[src/design/irzs_pkg.sv]
// Shared types and constants of the irrigation zone scheduler.
// Holds item codes, zone mode codes, register indexes and fixed field widths.
// No dependencies.
package irzs_pkg;

	// Item codes carried in the mode field
	localparam logic [1:0] OP_TICK       = 2'd0;
	localparam logic [1:0] OP_ZONE_MODE  = 2'd1;
	localparam logic [1:0] OP_SLOT_WRITE = 2'd2;

	// Zone mode codes; any other nonzero code behaves as auto
	localparam logic [1:0] ZM_OFF = 2'd0;
	localparam logic [1:0] ZM_ON  = 2'd1;

	// Configuration register indexes
	localparam logic [1:0] CFG_WATCHDOG_MINUTES = 2'd0;
	localparam logic [1:0] CFG_PUMP_DELAY_MS    = 2'd1;
	localparam logic [1:0] CFG_TICK_MS          = 2'd2;

	// Register reset values
	localparam logic [10:0] WATCHDOG_RESET   = 11'd60;
	localparam logic [15:0] PUMP_DELAY_RESET = 16'd5000;
	localparam logic [9:0]  TICK_MS_RESET    = 10'd10;

	// Tank level indications
	localparam logic [3:0] LEVEL_LOW  = 4'd2;
	localparam logic [3:0] LEVEL_MID  = 4'd6;
	localparam logic [3:0] LEVEL_FULL = 4'd9;

	// Fixed widths and limits
	localparam int          MIN_PER_HOUR = 60;
	localparam logic [10:0] WD_SAT       = 11'd2047;
	localparam int          MASK_W       = 6;
	localparam int          MIN_W        = 11;
	localparam int          WAIT_W       = 17;
	localparam int          CNT_W        = 32;

endpackage

[src/design/irrigation_zone_scheduler.sv]
// Irrigation zone scheduler top level: zone modes, schedule windows, watchdog,
// weekly valve service run, pump delay, tank level and statistics.
// Depends on irzs_pkg.

// One item (tick, zone mode write or schedule slot write) is accepted per clock
// cycle while results are being taken. An accepted item waits in the input
// register, where a single pass of logic evaluates every zone and slot
// window in parallel and updates all state; its result is then registered
// into the output register, from which it is offered. The output register
// lets the block take a new beat while a result waits to be taken; input flow
// stops only when both the input and output registers are full and the
// waiting result is not being taken. Configuration writes are taken every cycle
// (cfg_ready is always high) and must only be issued while no item is in
// flight. The schedule store lives in flip-flops that reset clears at once,
// so there is no clearing pass.
module irrigation_zone_scheduler #(
	parameter int NUM_ZONES = 6,
	parameter int NUM_SLOTS = 2
) (
	input  logic        clk,
	input  logic        arst_n,
	// configuration write channel
	input  logic        cfg_valid,
	output logic        cfg_ready,
	input  logic [1:0]  cfg_index,
	input  logic [15:0] cfg_data,
	// input channel
	input  logic        in_valid,
	output logic        in_ready,
	input  logic [1:0]  mode,
	input  logic [2:0]  zone,
	input  logic        slot,
	input  logic [1:0]  zone_mode,
	input  logic [10:0] start_minute,
	input  logic [10:0] run_minutes,
	input  logic [5:0]  clock_minute,
	input  logic [4:0]  clock_hour,
	input  logic [2:0]  week_day,
	input  logic        tank_high,
	input  logic        tank_low,
	// result channel
	output logic        out_valid,
	input  logic        out_ready,
	output logic [5:0]  valve_bits,
	output logic        pump_on,
	output logic [3:0]  tank_level,
	output logic [5:0]  forced_off_bits,
	output logic        service_busy,
	output logic [31:0] pump_run_minutes,
	output logic [31:0] switch_count
);

	localparam int NSLOT_TOT = NUM_ZONES * NUM_SLOTS;
	localparam int SVC_W     = $clog2(NUM_ZONES + 1);
	localparam int PAD_W     = (NUM_ZONES > irzs_pkg::MASK_W) ? NUM_ZONES : irzs_pkg::MASK_W;

	localparam int MW = irzs_pkg::MIN_W;
	localparam int WW = irzs_pkg::WAIT_W;
	localparam int CW = irzs_pkg::CNT_W;

	// configuration registers
	logic [10:0] wd_minutes_q;
	logic [15:0] pump_delay_q;
	logic [9:0]  tick_ms_q;

	// input register
	logic        valid_s1;
	logic [1:0]  mode_s1;
	logic [2:0]  zone_s1;
	logic        slot_s1;
	logic [1:0]  zone_mode_s1;
	logic [10:0] start_s1;
	logic [10:0] run_s1;
	logic [5:0]  cmin_s1;
	logic [4:0]  chour_s1;
	logic [2:0]  wday_s1;
	logic        hi_s1;
	logic        lo_s1;

	// block state
	logic [5:0]    last_minute_q;
	logic [MW-1:0] mod_q;
	logic [1:0]    zmode_q      [NUM_ZONES];
	logic [MW-1:0] slot_start_q [NSLOT_TOT];
	logic [MW-1:0] slot_len_q   [NSLOT_TOT];
	logic [MW-1:0] wd_cnt_q     [NUM_ZONES];
	logic          prior_q      [NUM_ZONES];
	logic [CW-1:0] switches_q   [NUM_ZONES];
	logic          svc_flag_q;
	logic [SVC_W-1:0] svc_zone_q;
	logic [WW-1:0] pump_wait_q;
	logic [CW-1:0] pump_min_q;
	logic [3:0]    level_q;

	// next state
	logic [5:0]    last_minute_d;
	logic [MW-1:0] mod_d;
	logic [1:0]    zmode_d      [NUM_ZONES];
	logic [MW-1:0] slot_start_d [NSLOT_TOT];
	logic [MW-1:0] slot_len_d   [NSLOT_TOT];
	logic [MW-1:0] wd_cnt_d     [NUM_ZONES];
	logic          prior_d      [NUM_ZONES];
	logic [CW-1:0] switches_d   [NUM_ZONES];
	logic          svc_flag_d;
	logic [SVC_W-1:0] svc_zone_d;
	logic [WW-1:0] pump_wait_d;
	logic [CW-1:0] pump_min_d;
	logic [3:0]    level_d;

	// result of the item in the input register
	logic [NUM_ZONES-1:0] valves_raw;
	logic [NUM_ZONES-1:0] valves_ovr;
	logic [NUM_ZONES-1:0] forced;
	logic [PAD_W-1:0]     valves_pad;
	logic [PAD_W-1:0]     forced_pad;
	logic                 pump;
	logic [CW-1:0]        sw_sel;

	// output register
	logic          valid_s2;
	logic [5:0]    valve_bits_s2;
	logic          pump_on_s2;
	logic [3:0]    level_s2;
	logic [5:0]    forced_s2;
	logic          svc_busy_s2;
	logic [CW-1:0] pump_min_s2;
	logic [CW-1:0] switch_s2;

	logic step;

	// Move the input register whenever the output register is free or drains
	assign step      = valid_s1 && (!valid_s2 || out_ready);
	assign in_ready  = !valid_s1 || step;
	assign cfg_ready = 1'b1;

	// Evaluate one item against the current state
	always_comb begin
		logic          is_tick;
		logic          newmin;
		logic          demand;
		logic          open;
		logic [MW-1:0] mod_now;
		logic [MW-1:0] cnt_inc;
		logic [MW:0]   win_end;
		logic          svc_on;

		last_minute_d = last_minute_q;
		mod_d         = mod_q;
		zmode_d       = zmode_q;
		slot_start_d  = slot_start_q;
		slot_len_d    = slot_len_q;
		wd_cnt_d      = wd_cnt_q;
		prior_d       = prior_q;
		switches_d    = switches_q;
		svc_flag_d    = svc_flag_q;
		svc_zone_d    = svc_zone_q;
		pump_wait_d   = pump_wait_q;
		pump_min_d    = pump_min_q;
		level_d       = level_q;
		valves_raw    = '0;
		valves_ovr    = '0;
		forced        = '0;
		pump          = 1'b0;
		demand        = 1'b0;
		open          = 1'b0;
		cnt_inc       = '0;
		win_end       = '0;
		svc_on        = 1'b0;

		is_tick = (mode_s1 == irzs_pkg::OP_TICK);
		newmin  = (cmin_s1 != last_minute_q);
		mod_now = mod_q;
		if (newmin) begin
			mod_now = MW'(32'(chour_s1) * irzs_pkg::MIN_PER_HOUR) + MW'(cmin_s1);
		end

		// Apply zone mode and schedule slot writes
		for (int z = 0; z < NUM_ZONES; z++) begin
			if (mode_s1 == irzs_pkg::OP_ZONE_MODE && 32'(zone_s1) == z) begin
				zmode_d[z] = zone_mode_s1;
			end
			for (int s = 0; s < NUM_SLOTS; s++) begin
				if (mode_s1 == irzs_pkg::OP_SLOT_WRITE && 32'(zone_s1) == z &&
				    32'(slot_s1) == s) begin
					slot_start_d[z*NUM_SLOTS+s] = start_s1;
					slot_len_d[z*NUM_SLOTS+s]   = run_s1;
				end
			end
		end

		if (is_tick) begin
			if (newmin) begin
				mod_d         = mod_now;
				last_minute_d = cmin_s1;
			end

			// Per zone: watchdog, auto windows, switch statistics
			for (int z = 0; z < NUM_ZONES; z++) begin
				open = 1'b0;
				if (zmode_q[z] == irzs_pkg::ZM_ON) begin
					open    = 1'b1;
					cnt_inc = wd_cnt_q[z];
					if (newmin && wd_cnt_q[z] < irzs_pkg::WD_SAT) begin
						cnt_inc = wd_cnt_q[z] + MW'(1);
					end
					wd_cnt_d[z] = cnt_inc;
					if (cnt_inc >= wd_minutes_q) begin
						zmode_d[z] = irzs_pkg::ZM_OFF;
						forced[z]  = 1'b1;
					end
				end else begin
					wd_cnt_d[z] = '0;
					if (zmode_q[z] != irzs_pkg::ZM_OFF) begin
						for (int s = 0; s < NUM_SLOTS; s++) begin
							win_end = {1'b0, slot_start_q[z*NUM_SLOTS+s]} +
							          {1'b0, slot_len_q[z*NUM_SLOTS+s]};
							if (mod_now >= slot_start_q[z*NUM_SLOTS+s] &&
							    {1'b0, mod_now} < win_end) begin
								open = 1'b1;
							end
						end
					end
				end
				if (prior_q[z] != open) begin
					switches_d[z] = switches_q[z] + CW'(1);
					prior_d[z]    = open;
				end
				demand        = demand | open;
				valves_raw[z] = open;
			end

			// Weekly service run overrides one valve at a time
			valves_ovr = valves_raw;
			svc_on = svc_flag_q ||
			         (wday_s1 == 3'd0 && chour_s1 == 5'd0 && cmin_s1 == 6'd0 && newmin);
			svc_flag_d = svc_on;
			if (svc_on) begin
				if (svc_zone_q < SVC_W'(NUM_ZONES)) begin
					for (int z = 0; z < NUM_ZONES; z++) begin
						if (32'(svc_zone_q) == z) begin
							valves_ovr[z] = !newmin;
						end
					end
					if (newmin) begin
						svc_zone_d = svc_zone_q + SVC_W'(1);
					end
				end else begin
					svc_flag_d = 1'b0;
				end
			end else begin
				svc_zone_d = '0;
			end

			// Pump start delay
			if (demand && pump_wait_q >= WW'(pump_delay_q)) begin
				pump = 1'b1;
			end else if (demand) begin
				pump_wait_d = pump_wait_q + WW'(tick_ms_q);
			end else begin
				pump_wait_d = '0;
			end

			// Tank level; a wet upper switch over a dry lower one holds the level
			unique case ({hi_s1, lo_s1})
				2'b11:   level_d = irzs_pkg::LEVEL_FULL;
				2'b01:   level_d = irzs_pkg::LEVEL_MID;
				2'b00:   level_d = irzs_pkg::LEVEL_LOW;
				default: level_d = level_q;
			endcase

			if (pump && newmin) begin
				pump_min_d = pump_min_q + CW'(1);
			end
		end

		// Report the switch count of the addressed zone
		sw_sel = '0;
		for (int z = 0; z < NUM_ZONES; z++) begin
			if (32'(zone_s1) == z) begin
				sw_sel = switches_d[z];
			end
		end

		valves_pad = PAD_W'(valves_ovr);
		forced_pad = PAD_W'(forced);
	end

	// Configuration registers
	always_ff @(posedge clk or negedge arst_n) begin
		if (!arst_n) begin
			wd_minutes_q <= irzs_pkg::WATCHDOG_RESET;
			pump_delay_q <= irzs_pkg::PUMP_DELAY_RESET;
			tick_ms_q    <= irzs_pkg::TICK_MS_RESET;
		end else if (cfg_valid) begin
			unique case (cfg_index)
				irzs_pkg::CFG_WATCHDOG_MINUTES: wd_minutes_q <= cfg_data[10:0];
				irzs_pkg::CFG_PUMP_DELAY_MS:    pump_delay_q <= cfg_data;
				irzs_pkg::CFG_TICK_MS:          tick_ms_q    <= cfg_data[9:0];
				default: ;
			endcase
		end
	end

	// Input register: control
	always_ff @(posedge clk or negedge arst_n) begin
		if (!arst_n) begin
			valid_s1 <= 1'b0;
		end else if (in_ready) begin
			valid_s1 <= in_valid;
		end
	end

	// Input register: payload
	always_ff @(posedge clk) begin
		if (in_valid && in_ready) begin
			mode_s1      <= mode;
			zone_s1      <= zone;
			slot_s1      <= slot;
			zone_mode_s1 <= zone_mode;
			start_s1     <= start_minute;
			run_s1       <= run_minutes;
			cmin_s1      <= clock_minute;
			chour_s1     <= clock_hour;
			wday_s1      <= week_day;
			hi_s1        <= tank_high;
			lo_s1        <= tank_low;
		end
	end

	// Block state: advance once per item
	always_ff @(posedge clk or negedge arst_n) begin
		if (!arst_n) begin
			last_minute_q <= '0;
			mod_q         <= '0;
			svc_flag_q    <= 1'b0;
			svc_zone_q    <= '0;
			pump_wait_q   <= '0;
			pump_min_q    <= '0;
			level_q       <= irzs_pkg::LEVEL_LOW;
			for (int z = 0; z < NUM_ZONES; z++) begin
				zmode_q[z]    <= irzs_pkg::ZM_OFF;
				wd_cnt_q[z]   <= '0;
				prior_q[z]    <= 1'b0;
				switches_q[z] <= '0;
			end
			for (int i = 0; i < NSLOT_TOT; i++) begin
				slot_start_q[i] <= '0;
				slot_len_q[i]   <= '0;
			end
		end else if (step) begin
			last_minute_q <= last_minute_d;
			mod_q         <= mod_d;
			svc_flag_q    <= svc_flag_d;
			svc_zone_q    <= svc_zone_d;
			pump_wait_q   <= pump_wait_d;
			pump_min_q    <= pump_min_d;
			level_q       <= level_d;
			zmode_q       <= zmode_d;
			wd_cnt_q      <= wd_cnt_d;
			prior_q       <= prior_d;
			switches_q    <= switches_d;
			slot_start_q  <= slot_start_d;
			slot_len_q    <= slot_len_d;
		end
	end

	// Output register: control
	always_ff @(posedge clk or negedge arst_n) begin
		if (!arst_n) begin
			valid_s2 <= 1'b0;
		end else if (step) begin
			valid_s2 <= 1'b1;
		end else if (out_ready) begin
			valid_s2 <= 1'b0;
		end
	end

	// Output register: payload
	always_ff @(posedge clk) begin
		if (step) begin
			valve_bits_s2 <= valves_pad[5:0];
			pump_on_s2    <= pump;
			level_s2      <= level_d;
			forced_s2     <= forced_pad[5:0];
			svc_busy_s2   <= svc_flag_d;
			pump_min_s2   <= pump_min_d;
			switch_s2     <= sw_sel;
		end
	end

	assign out_valid        = valid_s2;
	assign valve_bits       = valve_bits_s2;
	assign pump_on          = pump_on_s2;
	assign tank_level       = level_s2;
	assign forced_off_bits  = forced_s2;
	assign service_busy     = svc_busy_s2;
	assign pump_run_minutes = pump_min_s2;
	assign switch_count     = switch_s2;

`ifndef NO_ASSERTIONS
	// The service pointer never passes the end of the zone list
	a_svc_zone_range: assert property (@(posedge clk) disable iff (!arst_n)
		svc_zone_q <= SVC_W'(NUM_ZONES))
		else $error("service zone pointer out of range");

	// A running pump means the start delay had elapsed and the wait held
	a_pump_delay: assert property (@(posedge clk) disable iff (!arst_n)
		valid_s2 && pump_on_s2 |-> pump_wait_q >= WW'(pump_delay_q))
		else $error("pump running before its start delay");

	// Without the service override a forced-off zone still shows its valve open
	a_forced_open: assert property (@(posedge clk) disable iff (!arst_n)
		valid_s2 && !svc_busy_s2 |-> (forced_s2 & ~valve_bits_s2) == 6'd0)
		else $error("forced-off zone without an open valve");

	// A stalled item stays in the input register untouched
	a_s1_hold: assert property (@(posedge clk) disable iff (!arst_n)
		valid_s1 && !step |=> valid_s1 && $stable(mode_s1) && $stable(zone_s1))
		else $error("input register lost a stalled item");

	// The tank level is always one of its three indications
	a_level_code: assert property (@(posedge clk) disable iff (!arst_n)
		level_q == irzs_pkg::LEVEL_LOW || level_q == irzs_pkg::LEVEL_MID ||
		level_q == irzs_pkg::LEVEL_FULL)
		else $error("tank level holds an unknown indication");
`endif

endmodule
[config.mk]
export PLATFORM = sky130hd
export DESIGN_NAME = irrigation_zone_scheduler
export DESIGN_NICKNAME = d
export VERILOG_FILES = /design/src/design/irzs_pkg.sv /design/src/design/irrigation_zone_scheduler.sv
export SDC_FILE = /design/constraint.sdc
export NUM_CORES = 2
export LEC_CHECK = 0
export ABC_AREA = 1
export BUFFER_PORTS_ARGS = -buffer_cell sky130_fd_sc_hd__buf_2
export CAP_MARGIN = 40
export CORE_ASPECT_RATIO = 0.9
export CORE_MARGIN = 2
export CORE_UTILIZATION = 58
export DETAILED_ROUTE_END_ITERATION = 8
export HOLD_SLACK_MARGIN = 0.05
export PLACE_DENSITY = 0.77
export SETUP_SLACK_MARGIN = 0.02
export SLEW_MARGIN = 10
export SYNTH_ARGS = -nofsm -noshare
export SYNTH_HDL_FRONTEND = slang
export SYNTH_SLANG_ARGS = --single-unit
export TNS_END_PERCENT = 10
[constraint.sdc]
create_clock -name clk -period 7.65 [get_ports clk]
set_input_delay 0.3825 -clock clk [delete_from_list [all_inputs] [get_ports clk]]
set_output_delay 0.3825 -clock clk [all_outputs]
set_load 0.05 [all_outputs]
; ---- After elaboration in Yosys (flattened, before gate mapping)
; Index checks and enable logic that the tools add are counted.
[word_totals]
register_bits = 781
latchBits = 0
ram_bits = 0
mem_bits_ro = 0
in_bits = 69
output_inout_bits = 85
elab_cells = 405
mem_count = 0
[classes]
n_addsub = 28
mul = 1
div = 0
order_cmp = 38
eq_ne = 31
shift = 0
mux = 116
bitwise_logic = 7
n_reduce_logical = 101
[op_table]
columns = op, count
row1 = 32-bit two-way mux, 14
row2 = 11-bit two-way mux, 25
row3 = 32-bit by 1-bit adder with 32-bit output (second input constant), 7
row4 = 11-bit >= comparator, 18
row5 = 192-bit two-way mux, 1
row6 = 11-bit by 11-bit adder with 12-bit output, 12
row7 = 11-bit by 12-bit < comparator with 1-bit output, 12
row8 = 11-bit by 1-bit adder with 11-bit output (second input constant), 6
row9 = 11-bit < comparator (second input constant), 6
row10 = 1-bit logical AND, 49
row11 = 1-bit two-way mux, 49
row12 = 2-bit AND reduction, 22
row13 = 2-bit two-way mux, 18
row14 = 3-bit AND reduction, 8
row15 = 2-bit by 1-bit == test with 1-bit output (second input constant), 9
row16 = 17-bit by 10-bit adder with 17-bit output, 1
row17 = 17-bit by 16-bit >= comparator with 1-bit output, 1
row18 = 17-bit two-way mux, 1
row19 = 2-bit nonzero test, 7
row20 = 3-bit by 2-bit == test with 1-bit output (second input constant), 4
row21 = 3-bit == test (second input constant), 4
row22 = 12-bit two-way mux, 1
row23 = 6-bit two-way mux, 2
row24 = 4-bit case mux with 3 select lines, 1
row25 = other kinds (21), 44

; ---- Logic depth before layout (Yosys ltp)
[logic_depth]
ltp_word = 21
mapped_depth = 39
mapped_depth_nobuf = 38

; ---- Worst setup path after synthesis
; OpenSTA, ideal clock, no wires.
[synth_path]
kind = flip-flop to flip-flop
start = register chour_s1[0]
end = register switch_s2[26], in the netlist switch_count[26], data pin
setup_time_ns = 0.264
arrival_ns = 6.992
t_required_ns = 7.386
path_slack_ns = 0.394
stages_incl_launch_ff = 34
path_buffers = 1
period_less_slack_ns = 7.256
cell_sequence = edfxtp_1 -> fa_1 -> inv_1 -> fa_1 -> fa_1 -> inv_1 -> ha_1 -> inv_1 -> o221a_2 -> or2_2 -> or2_2 -> nand3b_1 -> xor2_1 -> o21ai_0 -> ha_1 -> nand2_1 -> nor2_1 -> nand2_1 -> o211ai_1 -> a21oi_1 -> nand2_1 -> nand2_1 -> nand2_1 -> nand2_1 -> nand2_1 -> nand2_2 -> inv_1 -> buf_2 -> nand2_1 -> o21ai_0 -> nand2_1 -> o21ai_0 -> nand2_1 -> nand4_1
[synth_between]
elab_chain_len = 19
elab_cells_between_ends = 88
cone_classes = 1 x add/sub / 1 x mul / 24 x order compare / 6 x eq/ne / 44 x mux / 12 x reduce/logical
[synth_lines]
columns = item, line_no
row1 = from (decl), irrigation_zone_scheduler.sv:75  ; logic [4:0] chour_s1;
row2 = from (signal assigned), irrigation_zone_scheduler.sv:323  ; chour_s1 <= clock_hour;
row3 = 5-bit by 4-bit multiplier with 9-bit output (*), irrigation_zone_scheduler.sv:174  ; mod_now = MW'(32'(chour_s1) * irzs_pkg::MIN_PER_HOUR) + MW'(cmin_s1);
row4 = 11-bit by 6-bit adder with 11-bit output (*), irrigation_zone_scheduler.sv:174
row5 = 11-bit two-way mux (*), irrigation_zone_scheduler.sv:173  ; if (newmin) begin
row6 = 11-bit by 12-bit < comparator with 1-bit output or 11-bit >= comparator (tied branches), "irrigation_zone_scheduler.sv:218, irrigation_zone_scheduler.sv:217"
row7 = 1-bit logical AND, irrigation_zone_scheduler.sv:217  ; if (mod_now >= slot_start_q[z*NUM_SLOTS+s] &&
row8 = 1-bit two-way mux (2 in series), irrigation_zone_scheduler.sv:217
row9 = 1-bit two-way mux, irrigation_zone_scheduler.sv:213  ; if (zmode_q[z] != irzs_pkg::ZM_OFF) begin
row10 = 1-bit two-way mux, irrigation_zone_scheduler.sv:200  ; if (zmode_q[z] == irzs_pkg::ZM_ON) begin
row11 = 1-bit two-way mux, irrigation_zone_scheduler.sv:191  ; if (is_tick) begin
row12 = 1-bit inequality test, irrigation_zone_scheduler.sv:224  ; if (prior_q[z] != open) begin
row13 = 32-bit two-way mux, irrigation_zone_scheduler.sv:224
row14 = 192-bit two-way mux (*), irrigation_zone_scheduler.sv:191
row15 = 32-bit two-way mux (5 in series), irrigation_zone_scheduler.sv:279  ; if (32'(zone_s1) == z) begin
row16 = 32-bit two-way mux (*), irrigation_zone_scheduler.sv:279
row17 = named net sw_sel[26], irrigation_zone_scheduler.sv:117  ; logic [CW-1:0] sw_sel;
row18 = to (signal assigned), irrigation_zone_scheduler.sv:387  ; switch_s2 <= sw_sel;
row19 = to (decl), irrigation_zone_scheduler.sv:127  ; logic [CW-1:0] switch_s2;
; Mark *: on every way through the listed nets, which the timed path passes. The rest lies on a longest branch. The select of a mux whose other input is x is not followed.
; A chain may end at the register's enable or synchronous reset.

; ---- Final worst setup path
[layout_path]
start = register chour_s1[0]
end = register switch_s2[24], in the netlist switch_count[24], data pin
; The elaborated chain is that of the path after synthesis.

==> flow_summary_export.csv <==
group,metric,value,unit
yosys,synth_most_common_cell,"nand2_1",
run,maxCapViolCount,0,
run_status,status,"finished, final reports clean",
global_route,grt-ovfl-total,0,
yosys,synth.top_cell.area_share,0.2955,
global_route,gr-usage-all-layers,0.3321,
worst_setup_path,path_class,"register to register",
cts,cts_root_buffer,"clkbuf_16",
global_route,use_met2,0.5294,
pwr,total_power,19.80,mW
cts,cts_tree,"yes",
yosys,syn_inst,7214,
cts,post_cts_buffers,0,
pwr,power_density,327.4,mW/mm^2
yosys,synth_edf_count,128,
worst_setup_path,cp_slowest_cell,"fa_1",
detailed_routing,wire_per_inst,18.45,microns
layout,drive_above_1_share,0.06245,
yosys,syn_area_per_cell,7.524,sq um
global_route,grt_first_pass_wirelength,255.7,mm
cts,clk_path_buf_depth,3,
die,ios,154,
timing,slew_violations,0,
timing,setup_tns,0,ns
worst_setup_path,cp_max_fo,11,
place,place_inst,8459,
cts,h-tree-depth,3,
yosys,synth_cell_type_count,64,
pwr,p_leak,28.70,nW
worst_setup_path,cpMostUsedCell,"nand2_1",
timing,skew,0.03115,ns
hold_path,holdCritPathClass,"input port to register",
worst_setup_path,required,8.02,ns
yosys,ys_top_cells_by_count,"nand2_1 (1836), inv_1 (920), o21ai_0 (688)",
timing,hold_viol,0,
timing,fin_crit_sh,0.9401,
place,hpwl,114.0,mm
layout,final_nets,7954,
detailed_routing,via_per_inst,5.810,
detailed_routing,drt_pre_antenna_iters,6,
yosys,synthesis.nets,7794,
worst_setup_path,path_buf_inv,5,
worst_setup_path,crit_family,"simple AND/OR/NAND/NOR gates",
place,post-place-ws,0.2770,ns
yosys,synth_top_area_cell,"dfrtp_1",
detailed_routing,drt-total-wl,160.3,mm
yosys,synth-async-reset-ratio,0.8361,
detailed_routing,drt_iter0_markers,5091,
die,initial_core_util,0.5846,
yosys,synth_area_leaders,"dfrtp_1 (30%), nand2_1 (13%), ha_1 (11%)",
layout,fin_cells,8691,
cts,path_clk_slew,0.06,ns
worst_setup_path,worstSetupEndpointType,"register",
timing,timing.final.ws_setup,0.4584,ns
global_route,gr-usage-met1,0.4531,
cts,insertion_delay,0.67,ns
worst_setup_path,crit_path_max_incr_delay,0.60,ns
yosys,yosysSeqAreaShare,0.3721,
yosys,synth-seq-cells,781,
die,rows,106,
yosys,syn_area,0.05428,sq mm
die,coreArea,0.09284,sq mm
global_route,antenna_found_initial,2,
global_route,use_met3,0.05561,
place,io_buffers,152,
global_route,grt_pass1_vias,48180,
die,die_x,326.5,microns
pwr,ir_worst_vdd,0.0002570,V
layout,syn2layout_area_growth,11.41,%
global_route,grt-busiest-layer,"met2",
place,routabilityCongestion,0.9527,
cts,cts-buffers-inserted,88,
timing,relSlewSlack,0.2868,
worst_setup_path,worstPathArrival,7.57,ns
detailed_routing,drtAntennaViolNets,0,
timing,max_slew.worst_pin.slew,1.070,ns
die,die_h,294.2,microns
yosys,synth_ff_type,"dfrtp_1",
worst_setup_path,critPathLaunchType,"register",
detailed_routing,num_vias,50490,
detailed_routing,drcViolationCount,0,
global_route,grt_max_degree,232,
cts,cts.sinks,781,
timing,rsz0062_at_grt,"yes",
yosys,yosys_warnings,0,
timing,setup_viol,0,
timing,min_period,7.192,ns
timing,fmax,139.1,MHz
die,die_area,0.09605,sq mm
[path summary, 6_finish.rpt]
| kind | from | endpoint | slack (ns) | cells after the start |
|---|---|---|---|---|
| hold reg to reg | pump_delay_q[5] | pump_delay_q[5] | 0.48 | 2 |
| hold / removal | cfg_data[4] | tick_ms_q[4] | 0.11 | 3 |
| max in group asynchronous | arst_n | slot_start_q[110] | 5.51 | 4 |
| setup / recovery | chour_s1[0] | switch_count[24] | 0.46 | 37 |
| setup reg to reg | chour_s1[0] | switch_count[24] | 0.46 | 37 |
| min in group asynchronous | arst_n | tick_ms_q[4] | 0.28 | 2 |
[cells by family (layout without fill, tap and decap cells)]
family                     after synthesis  in the layout  share of synthesized area
and+or+nand+nor                       3266           3266                     0.2599
xor gates and xnor gates               264            264                    0.04274
adders and majority gates              511            511                     0.1207
other                                    1              4                 0.00006909
buffers and inverters                 1164           1396                    0.08236
DFF                                    781            781                     0.3721
muxes                                    1              1                  0.0001844
AOI/OAI and AO/OA                     1226           1226                     0.1219
[state kept, by name (all words and copies together), names as in the netlist, 10 cells and up]
register	cells
start_s1	11
zmode_q	12
wd_cnt_q	66
pump_run_minutes	32
tick_ms_q	10
pump_wait_q	17
switches_q	192
mod_q	11
pump_delay_q	16
slot_start_q	132
pump_min_q	32
wd_minutes_q	11
run_s1	11
switch_count	32
slot_len_q	132
[worst min-delay path: cells and delay by family]
kind	cells	cell delay, ns
AO/OA/AOI/OAI	1	0.17
buffers and inverters	2	0.16
[per-stage QoR]
step | util | area, sq um | hold WS [ns]
2_1_floorplan | - | 54280 | 0.08691
3_3_place_gp | 0.6058 | 56240 | 0.3688
3_5_place_dp | 0.6122 | 56830 | 0.3729
4_1_cts | 0.6504 | 60380 | 0.08051
5_1_grt | 0.6513 | 60460 | 0.1006
6_report | 0.6513 | 60470 | 0.1094
[what timing repair did]
action | in CTS | in global routing
resized for setup | 0 | 5
hold endpoints to repair | 133 | 0
setup endpoints to repair | 0 | 89
hold buffers | 65 | 0
[routing by layer]
layer | part of all wire | vias up
met4 | 0.040 | 0
li1 | - | 24350
met5 | 0 | -
met3 | 0.082 | 368
met1 | 0.43 | 23810
met2 | 0.45 | 1964
[final cells by class]
cell class	instances	area, sq um
diodes	3	7.507
clock buffers	124	2540
clock inverters	38	359.1
fillers	7860	32370
inverters	927	3491
multi-input cells	5269	29710
flip-flops and latches	781	20200
well taps	1242	1554
repair buffers	307	2611
[cell usage in the layout (no fill, tap or decap), types with 42 or more instances in the layout]
cell           count
nand2_1         1835
nand3_1          483
clkbuf_16         90
o21bai_1          42
nor4_1            65
o21ai_0          683
inv_1            918
buf_4             54
edfxtp_1         128
nor3_1           182
o22ai_1           55
nand4_1          209
buf_2            151
xor2_1           227
ha_1             490
nor2_1           394
dfrtp_1          641
dlygate4sd3_1     65
a21oi_1          279
[report_power, final]
group	switching (mW)	leakage [nW]	total (mW)	internal (mW)
logic	6.15	17.4	9.27	3.12
clock network	1.82	1.43	4.31	2.49
registers	0.951	9.90	6.22	5.27
Note: power is estimated with default switching activity, not from simulation.
